<file path="config.mk">
export PLATFORM = sky130hd
export DESIGN_NAME = text_console_cursor_engine_unit
export DESIGN_NICKNAME = d
export VERILOG_FILES = /design/src/rtl/core/tcce_pkg.sv /design/src/rtl/core/text_console_cursor_engine_unit.sv /design/src/rtl/core/tcce_ctrl.sv /design/src/rtl/core/tcce_datapath.sv
export SDC_FILE = /design/constraint.sdc
export NUM_CORES = 1
export LEC_CHECK = 0
export ABC_AREA = 1
export BUFFER_PORTS_ARGS = -buffer_cell sky130_fd_sc_hd__buf_4
export CORE_ASPECT_RATIO = 0.6
export CORE_MARGIN = 4
export CORE_UTILIZATION = 42
export CTS_BUF_LIST = sky130_fd_sc_hd__clkbuf_4 sky130_fd_sc_hd__clkbuf_8
export DETAILED_ROUTE_END_ITERATION = 16
export HOLD_SLACK_MARGIN = 0.05
export PLACE_DENSITY = 0.78
export SLEW_MARGIN = 5
export SYNTH_ARGS = -nofsm -noshare
export SYNTH_HDL_FRONTEND = slang
export SYNTH_SLANG_ARGS = --single-unit
</file>
<file path="constraint.sdc">
create_clock -name clk_i -period 1.93 [get_ports clk_i]
set_input_delay 0.2895 -clock clk_i [delete_from_list [all_inputs] [get_ports clk_i]]
set_output_delay 0.2895 -clock clk_i [all_outputs]
set_load 0.005 [all_outputs]
</file>
<file path="src/rtl/core/tcce_pkg.sv">
// ----------------------------------------------------------------------------
// tcce_pkg
// Shared types and constants of the text console cursor engine.
// ----------------------------------------------------------------------------
package tcce_pkg;

  // control bytes
  localparam logic [7:0] CHAR_TAB = 8'd9;
  localparam logic [7:0] CHAR_LF  = 8'd10;
  localparam logic [7:0] CHAR_CR  = 8'd13;

  // pending scroll count saturates here
  localparam int PendW = 4;
  localparam logic [PendW-1:0] MAX_PENDING = 4'd8;

  // result kinds
  localparam logic KIND_SCROLL = 1'b0;
  localparam logic KIND_DRAW   = 1'b1;

  // register byte addresses
  localparam int AddrW = 4;
  localparam logic [AddrW-1:0] REG_SCROLL_MODE  = 4'h0;
  localparam logic [AddrW-1:0] REG_CONTINUOUS   = 4'h4;
  localparam logic [AddrW-1:0] REG_START_COLUMN = 4'h8;
  localparam logic [AddrW-1:0] REG_START_ROW    = 4'hC;

  typedef struct packed {
    logic [7:0] char_code;
    logic       string_start;
  } in_item_t;

  typedef struct packed {
    logic       kind;
    logic [6:0] pixel_column;
    logic [2:0] page;
    logic [7:0] glyph_code;
    logic       last;
  } out_item_t;

  typedef struct packed {
    logic       scroll_mode;
    logic       continuous;
    logic [4:0] start_column;
    logic [2:0] start_row;
  } cfg_t;

  typedef struct packed {
    logic load;         // take an input word, reload cursor if asked
    logic exec_ctrl;    // apply return, line feed or tab
    logic emit_scroll;  // put one scroll word in the output register
    logic emit_draw;    // put the draw word in the output register
  } cmd_t;

  typedef struct packed {
    logic is_ctrl;
    logic scroll_due;
  } stat_t;

  typedef enum logic {
    ST_IDLE,
    ST_EXEC
  } state_e;

endpackage

</file>
<file path="src/rtl/core/text_console_cursor_engine_unit.sv">
// ----------------------------------------------------------------------------
// text_console_cursor_engine_unit
// Character cursor of a text console: turns characters into scroll and draw
// words.
// ----------------------------------------------------------------------------
//  channel | handshake                         | word
//  --------+-----------------------------------+------------------------------
//  in      | in_valid_i / in_ready_o           | in_data_i  (in_item_t)
//  out     | out_valid_o / out_ready_i         | out_data_o (out_item_t)
//  config  | psel, penable, pwrite, pready = 1 | paddr, pwdata, prdata
//
//  a character is taken in the idle state and decoded in the exec state of the
//  sequencer; each pending scroll puts one scroll word ahead of the draw word.
//  the single output register sets the pace under stall: the sequencer waits
//  in its decode state until that register is free, the next word is taken
//  while the last result still waits there.
//  reset: cursor at column 0, row 0, scroll mode on; no clearing pass.
// ----------------------------------------------------------------------------
module text_console_cursor_engine_unit import tcce_pkg::*; #(
  parameter int TEXT_COLUMNS = 21,
  parameter int TEXT_ROWS    = 8,
  parameter int GLYPH_WIDTH  = 6
) (
  input  logic             clk_i,
  input  logic             rst_ni,
  input  logic             in_valid_i,
  output logic             in_ready_o,
  input  in_item_t         in_data_i,
  output logic             out_valid_o,
  input  logic             out_ready_i,
  output out_item_t        out_data_o,
  input  logic             psel,
  input  logic             penable,
  input  logic             pwrite,
  input  logic [AddrW-1:0] paddr,
  input  logic [31:0]      pwdata,
  output logic [31:0]      prdata,
  output logic             pready
);

  cfg_t  cfg_q;
  cmd_t  cmd;
  stat_t stat;
  logic  wr_en;

  assign pready = 1'b1;
  assign wr_en  = psel && penable && pwrite;

  always_ff @(posedge clk_i or negedge rst_ni) begin
    if (!rst_ni) begin
      cfg_q.scroll_mode  <= 1'b1;
      cfg_q.continuous   <= 1'b0;
      cfg_q.start_column <= '0;
      cfg_q.start_row    <= '0;
    end else if (wr_en) begin
      case (paddr)
        REG_SCROLL_MODE:  cfg_q.scroll_mode  <= pwdata[0];
        REG_CONTINUOUS:   cfg_q.continuous   <= pwdata[0];
        REG_START_COLUMN: cfg_q.start_column <= pwdata[4:0];
        REG_START_ROW:    cfg_q.start_row    <= pwdata[2:0];
        default: ;
      endcase
    end
  end

  always_comb begin
    prdata = '0;
    case (paddr)
      REG_SCROLL_MODE:  prdata[0]   = cfg_q.scroll_mode;
      REG_CONTINUOUS:   prdata[0]   = cfg_q.continuous;
      REG_START_COLUMN: prdata[4:0] = cfg_q.start_column;
      REG_START_ROW:    prdata[2:0] = cfg_q.start_row;
      default: ;
    endcase
  end

  tcce_ctrl u_ctrl (
    .clk_i       (clk_i),
    .rst_ni      (rst_ni),
    .in_valid_i  (in_valid_i),
    .in_ready_o  (in_ready_o),
    .out_valid_o (out_valid_o),
    .out_ready_i (out_ready_i),
    .stat_i      (stat),
    .cmd_o       (cmd)
  );

  tcce_datapath #(
    .TEXT_COLUMNS (TEXT_COLUMNS),
    .TEXT_ROWS    (TEXT_ROWS),
    .GLYPH_WIDTH  (GLYPH_WIDTH)
  ) u_datapath (
    .clk_i      (clk_i),
    .rst_ni     (rst_ni),
    .cfg_i      (cfg_q),
    .in_data_i  (in_data_i),
    .cmd_i      (cmd),
    .stat_o     (stat),
    .out_data_o (out_data_o)
  );

  // one character at a time: a taken word blocks the next while it is decoded
  a_one_at_a_time: assert property (@(posedge clk_i) disable iff (!rst_ni)
    in_valid_i && in_ready_o |=> !in_ready_o)
    else $error("input taken twice in a row");

  // only the draw word closes a character
  a_last_on_draw: assert property (@(posedge clk_i) disable iff (!rst_ni)
    out_valid_o |-> ((out_data_o.kind == KIND_DRAW) == out_data_o.last))
    else $error("last flag does not match word kind");

  // a new result is only loaded into a free or draining output register
  a_no_overwrite: assert property (@(posedge clk_i) disable iff (!rst_ni)
    (cmd.emit_scroll || cmd.emit_draw) |-> (!out_valid_o || out_ready_i))
    else $error("output word overwritten before it was taken");

endmodule

</file>
<file path="src/rtl/core/tcce_ctrl.sv">
// ----------------------------------------------------------------------------
// tcce_ctrl
// Sequencer: takes one character, then drives scroll and draw words out.
// ----------------------------------------------------------------------------
module tcce_ctrl import tcce_pkg::*; (
  input  logic  clk_i,
  input  logic  rst_ni,
  input  logic  in_valid_i,
  output logic  in_ready_o,
  output logic  out_valid_o,
  input  logic  out_ready_i,
  input  stat_t stat_i,
  output cmd_t  cmd_o
);

  state_e state_q, state_d;
  logic   out_valid_q, out_valid_d;
  logic   slot_free;

  assign slot_free = !out_valid_q || out_ready_i;

  always_comb begin
    state_d = state_q;
    case (state_q)
      ST_IDLE: begin
        if (in_valid_i) state_d = ST_EXEC;
      end
      ST_EXEC: begin
        if (stat_i.is_ctrl || (slot_free && !stat_i.scroll_due)) state_d = ST_IDLE;
      end
      default: state_d = ST_IDLE;
    endcase
  end

  always_comb begin
    cmd_o      = '0;
    in_ready_o = 1'b0;
    case (state_q)
      ST_IDLE: begin
        in_ready_o = 1'b1;
        cmd_o.load = in_valid_i;
      end
      ST_EXEC: begin
        if (stat_i.is_ctrl) begin
          cmd_o.exec_ctrl = 1'b1;
        end else if (slot_free) begin
          cmd_o.emit_scroll = stat_i.scroll_due;
          cmd_o.emit_draw   = !stat_i.scroll_due;
        end
      end
      default: ;
    endcase
  end

  always_comb begin
    if (cmd_o.emit_scroll || cmd_o.emit_draw) begin
      out_valid_d = 1'b1;
    end else if (out_ready_i) begin
      out_valid_d = 1'b0;
    end else begin
      out_valid_d = out_valid_q;
    end
  end

  always_ff @(posedge clk_i or negedge rst_ni) begin
    if (!rst_ni) begin
      state_q     <= ST_IDLE;
      out_valid_q <= 1'b0;
    end else begin
      state_q     <= state_d;
      out_valid_q <= out_valid_d;
    end
  end

  assign out_valid_o = out_valid_q;

endmodule

</file>
<file path="src/rtl/core/tcce_datapath.sv">
// ----------------------------------------------------------------------------
// tcce_datapath
// Cursor state, pending scroll count and the output word register.
// ----------------------------------------------------------------------------
module tcce_datapath import tcce_pkg::*; #(
  parameter int TEXT_COLUMNS = 21,
  parameter int TEXT_ROWS    = 8,
  parameter int GLYPH_WIDTH  = 6
) (
  input  logic      clk_i,
  input  logic      rst_ni,
  input  cfg_t      cfg_i,
  input  in_item_t  in_data_i,
  input  cmd_t      cmd_i,
  output stat_t     stat_o,
  output out_item_t out_data_o
);

  localparam int ColW  = $clog2(TEXT_COLUMNS);
  localparam int RowW  = $clog2(TEXT_ROWS + 1);
  localparam int PixW  = ColW + 4;
  localparam int RowXW = RowW + 3;

  localparam logic [ColW:0]   LastCol  = (ColW+1)'(TEXT_COLUMNS - 1);
  localparam logic [RowW-1:0] LastRow  = RowW'(TEXT_ROWS - 1);
  localparam logic [RowW-1:0] RowLimit = RowW'(TEXT_ROWS);

  logic [ColW-1:0]  col_q, col_d;
  logic [RowW-1:0]  row_q, row_d;
  logic             armed_q, armed_d;
  logic [PendW-1:0] pend_q, pend_d;
  logic [7:0]       char_q;
  out_item_t        out_q, out_d;

  logic [ColW-1:0]  reload_col;
  logic [RowW-1:0]  reload_row;
  logic [RowW-1:0]  adv_row;
  logic [PendW-1:0] adv_pend;
  logic [RowW:0]    row_inc;
  logic [ColW:0]    col_inc;
  logic [ColW:0]    tab_stop;
  logic [PixW-1:0]  pix_full;
  logic [RowW-1:0]  page_clamp;
  logic [RowXW-1:0] page_x;

  // clamped start position
  assign reload_col = (cfg_i.start_column > 5'(TEXT_COLUMNS - 1))
                    ? ColW'(TEXT_COLUMNS - 1) : ColW'(cfg_i.start_column);
  assign reload_row = ({2'b00, cfg_i.start_row} > 5'(TEXT_ROWS - 1))
                    ? LastRow : RowW'({2'b00, cfg_i.start_row});

  // one row down, with scroll counting past the bottom
  always_comb begin
    row_inc  = {1'b0, row_q} + 1'b1;
    adv_pend = pend_q;
    if (cfg_i.scroll_mode && (row_inc > {1'b0, LastRow}) && (pend_q < MAX_PENDING)) begin
      adv_pend = pend_q + 1'b1;
    end
    adv_row = (row_inc > {1'b0, RowLimit}) ? RowLimit : row_inc[RowW-1:0];
  end

  assign col_inc  = {1'b0, col_q} + 1'b1;
  assign tab_stop = col_inc | (ColW+1)'(3);

  assign pix_full   = PixW'(col_q) * PixW'(GLYPH_WIDTH);
  assign page_clamp = (row_q > LastRow) ? LastRow : row_q;
  assign page_x     = RowXW'(page_clamp);

  assign stat_o.is_ctrl    = (char_q == CHAR_CR) || (char_q == CHAR_LF) ||
                             (char_q == CHAR_TAB);
  assign stat_o.scroll_due = cfg_i.scroll_mode && (pend_q != '0);

  always_comb begin
    col_d   = col_q;
    row_d   = row_q;
    armed_d = armed_q;
    pend_d  = pend_q;
    out_d   = out_q;
    if (cmd_i.load && in_data_i.string_start && !cfg_i.continuous) begin
      col_d = reload_col;
      row_d = reload_row;
    end
    if (cmd_i.exec_ctrl) begin
      case (char_q)
        CHAR_CR: col_d = '0;
        CHAR_LF: begin
          if (armed_q) begin
            row_d  = adv_row;
            pend_d = adv_pend;
          end
          armed_d = 1'b1;
        end
        CHAR_TAB: begin
          armed_d = 1'b1;
          if (tab_stop >= LastCol) begin
            col_d  = '0;
            row_d  = adv_row;
            pend_d = adv_pend;
          end else begin
            col_d = tab_stop[ColW-1:0];
          end
        end
        default: ;
      endcase
    end
    if (cmd_i.emit_scroll) begin
      pend_d = pend_q - 1'b1;
      out_d  = '0;
      out_d.kind = KIND_SCROLL;
    end
    if (cmd_i.emit_draw) begin
      out_d.kind         = KIND_DRAW;
      out_d.pixel_column = pix_full[6:0];
      out_d.page         = page_x[2:0];
      out_d.glyph_code   = char_q;
      out_d.last         = 1'b1;
      armed_d            = 1'b1;
      if (col_inc >= LastCol + 1'b1) begin
        col_d   = '0;
        armed_d = 1'b0;
        row_d   = adv_row;
        pend_d  = adv_pend;
      end else begin
        col_d = col_inc[ColW-1:0];
      end
    end
  end

  always_ff @(posedge clk_i or negedge rst_ni) begin
    if (!rst_ni) begin
      col_q   <= '0;
      row_q   <= '0;
      armed_q <= 1'b1;
      pend_q  <= '0;
    end else begin
      col_q   <= col_d;
      row_q   <= row_d;
      armed_q <= armed_d;
      pend_q  <= pend_d;
    end
  end

  always_ff @(posedge clk_i) begin
    if (cmd_i.load) char_q <= in_data_i.char_code;
    out_q <= out_d;
  end

  assign out_data_o = out_q;

endmodule

</file>
==> flow_summary.json, run 1 <==
{
  "status": "finished, final reports clean",
  "root_buffer": "clkbuf_8",
  "r2r_slack_ns": 0.14,
  "grt-ovfl-total": 0,
  "maxCapViolCount": 0,
  "reg2reg_to": "u_datapath.out_data_o[18]",
  "drtPass1Iterations": 5,
  "viasPerCell": 4.74,
  "critPathMostFrequentCell": "buf_4",
  "synthMuxAreaShare_pct": 0,
  "period_share_pct": 93.0,
  "synth-xor-area-share_pct": 1.63,
  "combPwrFrac_pct": 46.2,
  "core.rowCount": 24,
  "ff_latch_area_um2": 1430,
  "maxSlewViolCount": 0,
  "grt_pass1_vias": 2370,
  "hp-start": "in_data_i[2]",
  "tns_ns": 0,
  "clockBufferDepth": 2,
  "slowest_stage": "dfrtp_2",
  "ys_types": 39,
  "n_antenna_cell": 0,
  "yosys.area_share.simple_pct": 27.0,
  "initial_core_util_pct": 43.7,
  "hold_viol_final": 0,
  "gp_congestion": 0.893,
  "antenna_found_initial": 0,
  "rr_worst_depth": 7,
  "coreArea_um2": 7360,
  "synthAdderAreaFrac_pct": 4.12,
  "holdPathEnd": "u_datapath.char_q[1]",
  "dieHeight_um": 75.8,
  "seq_power_share_pct": 39.1,
  "grt_pass1_wl_mm": 11.0,
  "arrival_ns": 1.87,
  "crit_chain": "buf_4 > buf_4 > fa_1 > nand3_1 > nand2_1 > xor2_1 > nor2_1",
  "ys_top_cells_by_area": "edfxtp_1, dfrtp_1, nand2_1",
  "die_w_um": 121,
  "drcViolationCount": 0,
  "numPortBuffers": 50,
  "start_kind": "flop",
  "ys_seq_area_share_pct": 44.3,
  "p_per_area_nw_per_um2": 1190,
  "clk_latency_ns": 0.31,
  "h-tree-depth": 2,
  "async_flop_share_pct": 50.0,
  "cp.required_ns": 2.01,
  "wirelength_mm": 6.99,
  "setup_viol": 0,
  "netlist_area_um2": 3220,
  "peakVddDrop_mv": 0.523,
  "nNetsFinal": 510,
  "ant_nets": 0,
  "hold_depth": 1,
  "crit_buf_inv": 2,
  "ys_ff_latch": 52,
  "clock.fmax_mhz": 557,
  "fillers": 693,
  "cts_tree": "built",
  "crit_path_max_fanout": 3,
  "die_area_um2": 9170,
  "cts.sinks": 52,
  "synth_ff_type": "edfxtp_1",
  "first_iter_violations": 250,
  "min_period_ns": 1.79,
  "grt_use_total_pct": 15.0,
  "hold_path_class": "in2reg",
  "dp_slack_ns": 0.0990,
  "end_kind": "flop",
  "synth_area_leader_cell": "edfxtp_1",
  "synth_top_area_share_pct": 23.3,
  "p_leak_uw": 0.00183,
  "synth_top_family_by_area": "simple AND/OR/NAND/NOR gates",
  "wl_per_cell_um": 12.6,
  "holdWs_ns": 0.150,
  "clk_pin_slew_worst_paths_ns": 0.11,
  "multi_input_area_um2": 1470,
  "grt_max_degree": 27,
  "syn_inst": 385,
  "path_class": "reg2reg",
  "path_delay_family": "flip-flops",
  "ys.warnings.count": 0,
  "io_pins": 107,
  "dp_hpwl_mm": 5.37,
  "avgSynthCellArea_um2": 8.36,
  "switching_share_pct": 41.2,
  "drive_above_1_share_pct": 26.9,
  "pwr-share-clk_pct": 14.7,
  "netSwitchingPower_uw": 1870,
  "setup_ws_ns": 0.136,
  "area_growth_syn_to_layout_pct": 18.3,
  "p_int_uw": 2670,
  "synth-edff-count": 25,
  "r2r_start": "u_datapath.col_q[1]",
  "numCtsBuffers": 5,
  "synth_compound_area_share_pct": 8.21,
  "vias": 2620,
  "final.setup_skew_ns": 0.0105,
  "critPathMaxStageDelay_ns": 0.47
}
state kept, by name, indices dropped and copies added, names as in the netlist:
| name | cells |
|---|---|
| u_ctrl.out_valid_o | 1 |
| u_datapath.pend_q | 4 |
| u_datapath.out_data_o | 18 |
| u_datapath.armed_q | 1 |
| u_datapath.char_q | 8 |
| cfg_q | 10 |
| u_datapath.row_q | 4 |
| u_ctrl.state_q | 1 |
| u_datapath.col_q | 5 |
cells in the final DEF (no fill, tap or decap), types with 2 or more instances in the layout:
cell       n
inv_1     45
xnor2_1    3
inv_2     10
conb_1    29
dfstp_2    2
edfxtp_1  25
xor2_1     3
o21ai_1    6
a22o_1     2
o21ai_0   14
nand3_2    4
nand2_1   85
clkbuf_8   5
buf_4     62
dfrtp_2    4
inv_6      2
dfrtp_1   20
nor2_2     6
nand2_4    4
ha_1       6
ha_4       2
nor2_1    34
nor3_1     3
nand2_2    7
nand3_1   20
nor2_4     5
nand4_1   10
a21oi_1   15
how the worst max path moves through the flow:
stage                                    start                        end  slack (ns)  cells past startpoint
after global placement     u_datapath.col_q[0]       u_datapath.pend_q[3]        0.13                     15
after floorplan           u_datapath.char_q[3]  u_datapath.out_data_o[10]        0.12                      7
after global routing       u_datapath.col_q[2]       u_datapath.pend_q[3]       -0.02                     15
after detailed placement   u_datapath.col_q[1]       u_datapath.pend_q[3]         0.1                     15
final                      u_datapath.col_q[1]  u_datapath.out_data_o[18]        0.14                      7
after CTS                  u_datapath.col_q[1]       u_datapath.pend_q[3]        0.08                     15
power groups by stage:
stage	Combinational (uW)	Sequential (uW)	Clock, uW
after floorplan	1430	1740	0
after global placement	1910	1770	0
after detailed placement	1970	1780	0
after CTS	1990	1760	680
after global routing	2390	1810	725
final	2100	1770	665
metal layers:
layer  track usage (%)  share of wire, %  wire length (um)  up-vias
met1              20.9                47              3280     1193
met5                 0                 0                 0        -
li1                  -                 -                 -     1312
met3              3.64               8.2               570        2
met4              1.88              0.20                14        0
met2              24.7                45              3130      113
repair_timing:
item                                    4_1_cts  5_1_grt
endpoints found under the setup margin        0       15
gates resized for setup                       0       13
hold buffers                                  1        0
buffers inserted                              0        4
endpoints found under the hold margin        24        0
cell type report:
class                      instances  area share, %
inverter                          55           5.42
clock buffer                       5           1.81
clock inverter                     3          0.690
tap                              104           3.42
multi-input combinational        271           38.6
timing repair buffer              63           12.5
sequential                        52           37.5
metrics by stage:
stage	cell area (um^2)	util (%)	total power (uW)	std cells
2_1_floorplan	3320	-	3160	412
3_3_place_gp	3630	49.3	3680	540
3_5_place_dp	3630	49.3	3750	540
4_1_cts	3730	50.7	4430	549
5_1_grt	3810	51.7	4930	553
6_report	3810	51.7	4540	553
Yosys cell counts, types with 2 or more instances:
cell type  instances
xor2_1             3
o21ai_0           15
nor2_2             5
inv_1             45
buf_4             31
xnor2_1            3
nand2_2            8
nor2_4             5
nand2_1           86
nand3_1           20
nand3_2            4
dfstp_2            2
a22o_1             2
conb_1             2
buf_6              2
dfrtp_1           24
inv_2             10
nand4_1           10
edfxtp_1          25
nor3_1             3
nor2_1            35
nand2_4            2
o21ai_1            5
a21oi_1           15
ha_1               9
kinds of logic (layout without fill, tap and decap cells):
family,Yosys count,in the layout
XOR/XNOR,6,6
flip-flops,52,52
AND/OR/NAND/NOR,181,181
AO/OA/AOI/OAI,45,45
adder cells (fa/ha/maj),10,10
other,2,29
buffers and inverters,89,126
Power figures use the tool's default switching activity.
==> run 2, diff against run 1 <==
--- a/config.mk
+++ b/config.mk
@@ -14,6 +14,7 @@
 export DETAILED_ROUTE_END_ITERATION = 16
 export HOLD_SLACK_MARGIN = 0.05
 export PLACE_DENSITY = 0.78
+export REMOVE_ABC_BUFFERS = 1
 export SLEW_MARGIN = 5
 export SYNTH_ARGS = -nofsm -noshare
 export SYNTH_HDL_FRONTEND = slang
==> flow_summary.json, run 2 (synthesis gave the netlist of run 1 again) <==
{
  "wirelength_mm": 6.78,
  "wl_per_cell_um": 12.3,
  "crit_chain": "inv_2 > nor2_4 > nand3_1 > nand2_2 > nor2_4 > inv_1 > nor2_2 > buf_6",
  "coreArea_um2": 7360,
  "start_kind": "flop",
  "grt-ovfl-total": 0,
  "initial_core_util_pct": 43.7,
  "core.rowCount": 24,
  "drcViolationCount": 0,
  "first_iter_violations": 228,
  "cts.sinks": 52,
  "setup_viol": 0,
  "numPortBuffers": 50,
  "globalRouteMet3Util_pct": 5.34,
  "cp.required_ns": 1.96,
  "period_share_pct": 91.1,
  "path_delay_family": "simple AND/OR/NAND/NOR gates",
  "cts_tree": "built",
  "rr_worst_depth": 8,
  "numCtsBuffers": 5,
  "cp.depth": 8,
  "drive_above_1_share_pct": 26.6,
  "status": "finished, final reports clean",
  "critPathMostFrequentCell": "nor2_4",
  "ff_latch_area_um2": 1430,
  "setup_ws_ns": 0.172,
  "hold_viol_final": 0,
  "crit_buf_inv": 3,
  "gp_congestion": 0.964,
  "path_class": "reg2reg",
  "critPathMaxStageDelay_ns": 0.43,
  "final.setup_skew_ns": 0.0122,
  "multi_input_area_um2": 1480,
  "grt_pass1_vias": 2255,
  "ant_nets": 0,
  "end_kind": "flop",
  "fillers": 676,
  "h-tree-depth": 2,
  "viasPerCell": 4.61,
  "antenna_found_initial": 0,
  "grt.busiest_layer": "met1",
  "grt_use_total_pct": 15.2,
  "finish.utilization_pct": 51.9,
  "crit_path_max_fanout": 13,
  "n_antenna_cell": 0,
  "most-common-layout-cells": "nand2_1, buf_4, inv_1, nor2_1, conb_1",
  "maxSlewViolCount": 0,
  "dp_slack_ns": 0.106,
  "grt_util_met1_pct": 22.5,
  "clock.fmax_mhz": 569,
  "grt_max_degree": 27,
  "clk_latency_ns": 0.33,
  "largest_register_ffs": 18,
  "dieHeight_um": 75.8,
  "arrival_ns": 1.79,
  "nNetsFinal": 509,
  "grt_pass1_wl_mm": 10.9,
  "layout_commonest_cell": "nand2_1",
  "dp_hpwl_mm": 5.34,
  "slowest_stage": "edfxtp_1",
  "die_area_um2": 9170,
  "peakVddDrop_mv": 0.411,
  "io_pins": 107,
  "maxCapViolCount": 0,
  "area_growth_syn_to_layout_pct": 18.7,
  "hold_depth": 1,
  "min_period_ns": 1.76,
  "clk_pin_slew_worst_paths_ns": 0.10,
  "hold_path_class": "in2reg",
  "p_per_area_nw_per_um2": 1200,
  "p_leak_uw": 0.00183,
  "die_w_um": 121,
  "clockBufferDepth": 2,
  "use_met2_pct": 21.4,
  "vias": 2545,
  "root_buffer": "clkbuf_8",
  "drtPass1Iterations": 4
}
run 2: area by class of cell:
class                   instances  share of cell area, %
clock buffers                   5                   1.80
repair buffers                 62                   12.4
inverters                      55                   5.41
multi-input cells             271                   38.6
well taps                     104                   3.41
flip-flops and latches         52                   37.4
clock inverters                 3                  0.983
run 2: report_power, final:
group	internal [uW]	switching, uW
Sequential	1530	247
Clock	378	368
Combinational	857	1190
Total	2770	1810
run 2: final timing paths:
check	start	end	slack, ns
min in group asynchronous	rst_ni	u_datapath.pend_q[0]	0.40
worst max-delay path	u_datapath.char_q[3]	u_datapath.out_data_o[17]	0.17
worst min-delay path	in_data_i[7]	u_datapath.char_q[6]	0.14
worst min register to register	u_datapath.out_data_o[19]	u_datapath.out_data_o[19]	0.47
max in group asynchronous	rst_ni	cfg_q[9]	1.23
worst max register to register	u_datapath.char_q[3]	u_datapath.out_data_o[17]	0.17
run 2: metrics by stage:
stage	area, um^2	power (uW)	hold WS [ns]	cells	TNS (ns)
3_5_place_dp	3620	3730	0.223	540	0
5_1_grt	3820	4950	0.114	552	-0.00708
4_1_cts	3740	4490	0.129	549	0
3_3_place_gp	3620	3680	0.219	540	0
2_1_floorplan	3060	3060	-0.00609	378	-2.63
6_report	3820	4570	0.140	552	0
run 2: metal layers:
metal | vias up | routed length [um]
li1 | 1305 | -
met1 | 1150 | 3400
met2 | 84 | 2750
met3 | 6 | 555
met4 | 0 | 73
met5 | - | 0
run 2: what timing repair did:
action,4_1_cts,5_1_grt
endpoints found under the setup margin,0,28
hold endpoints to repair,24,0
resized for setup,0,15
hold buffers,1,0
setup buffers,0,3
==> run 3, diff against run 2 <==
--- a/config.mk
+++ b/config.mk
@@ -15,6 +15,7 @@
 export HOLD_SLACK_MARGIN = 0.05
 export PLACE_DENSITY = 0.78
 export REMOVE_ABC_BUFFERS = 1
+export SETUP_SLACK_MARGIN = 0.2
 export SLEW_MARGIN = 5
 export SYNTH_ARGS = -nofsm -noshare
 export SYNTH_HDL_FRONTEND = slang
==> flow_summary.json, run 3 (synthesis gave the netlist of run 1 again) <==
{
  "status": "finished, final reports clean",
  "hp-start": "in_data_i[7]",
  "grt_util_met1_pct": 22.6,
  "p_per_area_nw_per_um2": 1220,
  "min_period_ns": 1.77,
  "combPwrFrac_pct": 48.8,
  "r2r_slack_ns": 0.16,
  "multi_input_area_um2": 1580,
  "critPathMaxStageDelay_ns": 0.47,
  "vias": 2666,
  "dieHeight_um": 75.8,
  "area_growth_syn_to_layout_pct": 26.2,
  "hold_depth": 1,
  "gp_congestion": 0.964,
  "setup_viol": 0,
  "clk_pin_slew_worst_paths_ns": 0.10,
  "switching_share_pct": 39.9,
  "rr_worst_depth": 15,
  "period_share_pct": 91.5,
  "antenna_found_initial": 0,
  "numCtsBuffers": 5,
  "pwr-share-clk_pct": 15.1,
  "arrival_ns": 1.99,
  "n_antenna_cell": 0,
  "reg2reg_to": "u_datapath.pend_q[3]",
  "die_area_um2": 9170,
  "p_int_uw": 2980,
  "final.setup_skew_ns": 0.0108,
  "drtPass1Iterations": 5,
  "p_leak_uw": 0.00192,
  "most-common-layout-cells": "nand2_1, buf_4, inv_1, nor2_1, conb_1",
  "grt_pass1_vias": 2298,
  "finish.utilization_pct": 55.2,
  "wl_per_cell_um": 13.0,
  "io_pins": 107,
  "peakVddDrop_mv": 0.405,
  "drcViolationCount": 0,
  "grt.busiest_layer": "met1",
  "path_class": "reg2reg",
  "use_met2_pct": 22.3,
  "cts.sinks": 52,
  "slowest_stage": "dfrtp_2",
  "grt_pass1_wl_mm": 11.1,
  "critPathMostFrequentCell": "nand2_2",
  "holdPathEnd": "u_datapath.char_q[6]",
  "first_iter_violations": 245,
  "h-tree-depth": 2,
  "final_cells": 568,
  "end_kind": "flop",
  "crit_chain": "ha_4 > inv_1 > nand2_1 > nand2_2 > nand2_2 > nand2_2 > nand2_4 > inv_2 > nand2_2 > nand2_4 > nand2_8 > nand2_2 > nand2_1 > nand2_1 > nand2_1",
  "layout_commonest_cell": "nand2_1",
  "die_w_um": 121,
  "holdWs_ns": 0.140,
  "root_buffer": "clkbuf_8",
  "ant_nets": 0,
  "drive_above_1_share_pct": 33.4,
  "core.rowCount": 24,
  "maxCapViolCount": 0,
  "rsz0062_at_grt": "true",
  "maxSlewViolCount": 0,
  "grt_max_degree": 27,
  "final_area_um2": 4060,
  "initial_core_util_pct": 43.7,
  "dp.cells": 540,
  "largest_register_ffs": 18,
  "crit_path_max_fanout": 7,
  "ff_latch_area_um2": 1430,
  "hold_viol_final": 0,
  "coreArea_um2": 7360,
  "cts_tree": "built",
  "grt_use_total_pct": 15.5,
  "cp.required_ns": 2.15,
  "clk_latency_ns": 0.32,
  "wirelength_mm": 7.40,
  "dp_hpwl_mm": 5.34,
  "fillers": 646,
  "clock.fmax_mhz": 566,
  "place_area_um2": 3620,
  "start_kind": "flop",
  "nNetsFinal": 525,
  "hold_path_class": "in2reg",
  "numPortBuffers": 50,
  "viasPerCell": 4.69,
  "netSwitchingPower_uw": 1980,
  "seq_power_share_pct": 36.1,
  "clockBufferDepth": 2,
  "grt-ovfl-total": 0,
  "globalRouteMet3Util_pct": 5.34,
  "r2r_start": "u_datapath.col_q[1]"
}
==> run 3: power by group through the flow <==
stage	clock (uW)	sequential, uW	combinational [uW]
6_report	746	1790	2420
5_1_grt	813	1830	2680
4_1_cts	772	1750	2050
3_5_place_dp	0	1780	1950
3_3_place_gp	0	1770	1900
2_1_floorplan	0	1760	1300
==> run 3: area by class of cell <==
class                   instances  share of cell area (%)
multi-input cells             271                    38.9
flip-flops and latches         52                    35.2
repair buffers                 78                    15.0
inverters                      55                    5.15
well taps                     104                    3.21
clock buffers                   5                    1.70
clock inverters                 3                   0.925
==> run 3: how the worst max path moves through the flow <==
stage | startpoint | to | depth (start not counted)
3_5_place_dp | u_datapath.col_q[0] | u_datapath.pend_q[3] | 15
4_1_cts | u_datapath.col_q[0] | u_datapath.pend_q[3] | 15
6_report | u_datapath.col_q[1] | u_datapath.pend_q[3] | 15
2_1_floorplan | u_datapath.char_q[3] | u_datapath.out_data_o[10] | 7
3_3_place_gp | u_datapath.col_q[0] | u_datapath.pend_q[3] | 15
5_1_grt | u_datapath.col_q[1] | u_datapath.pend_q[3] | 15
==> run 3: repair_timing <==
action,4_1_cts,5_1_grt
hold endpoints to repair,24,0
gates resized for setup,10,39
hold buffers,1,0
gates cloned,1,0
pin swaps,3,13
setup buffers,5,13
endpoints found under the setup margin,36,44
==> run 3: per-stage QoR <==
stage / power, uW / TNS (ns) / worst slack [ns]
floorplan: 3060 / -2.63 / -0.155
detailed placement: 3730 / 0 / 0.106
global placement: 3680 / 0 / 0.128
finish: 4950 / 0 / 0.164
global route: 5320 / 0 / 0.0307
CTS: 4580 / 0 / 0.178
==> run 3: layer usage <==
metal | up-vias | part of all wire [%]
li1 | 1345 | -
met1 | 1221 | 48
met2 | 90 | 43
met3 | 10 | 7.0
met4 | 0 | 1.3
met5 | - | 0
==> run 3: worst max-delay path: cells and delay by family, from the launching register on <==
family / cells / cell delay, ns
AND/OR/NAND/NOR: 12 / 0.85
flip-flops: 1 / 0.47
adder cells (fa/ha/maj): 1 / 0.20
buffers and inverters: 2 / 0.14
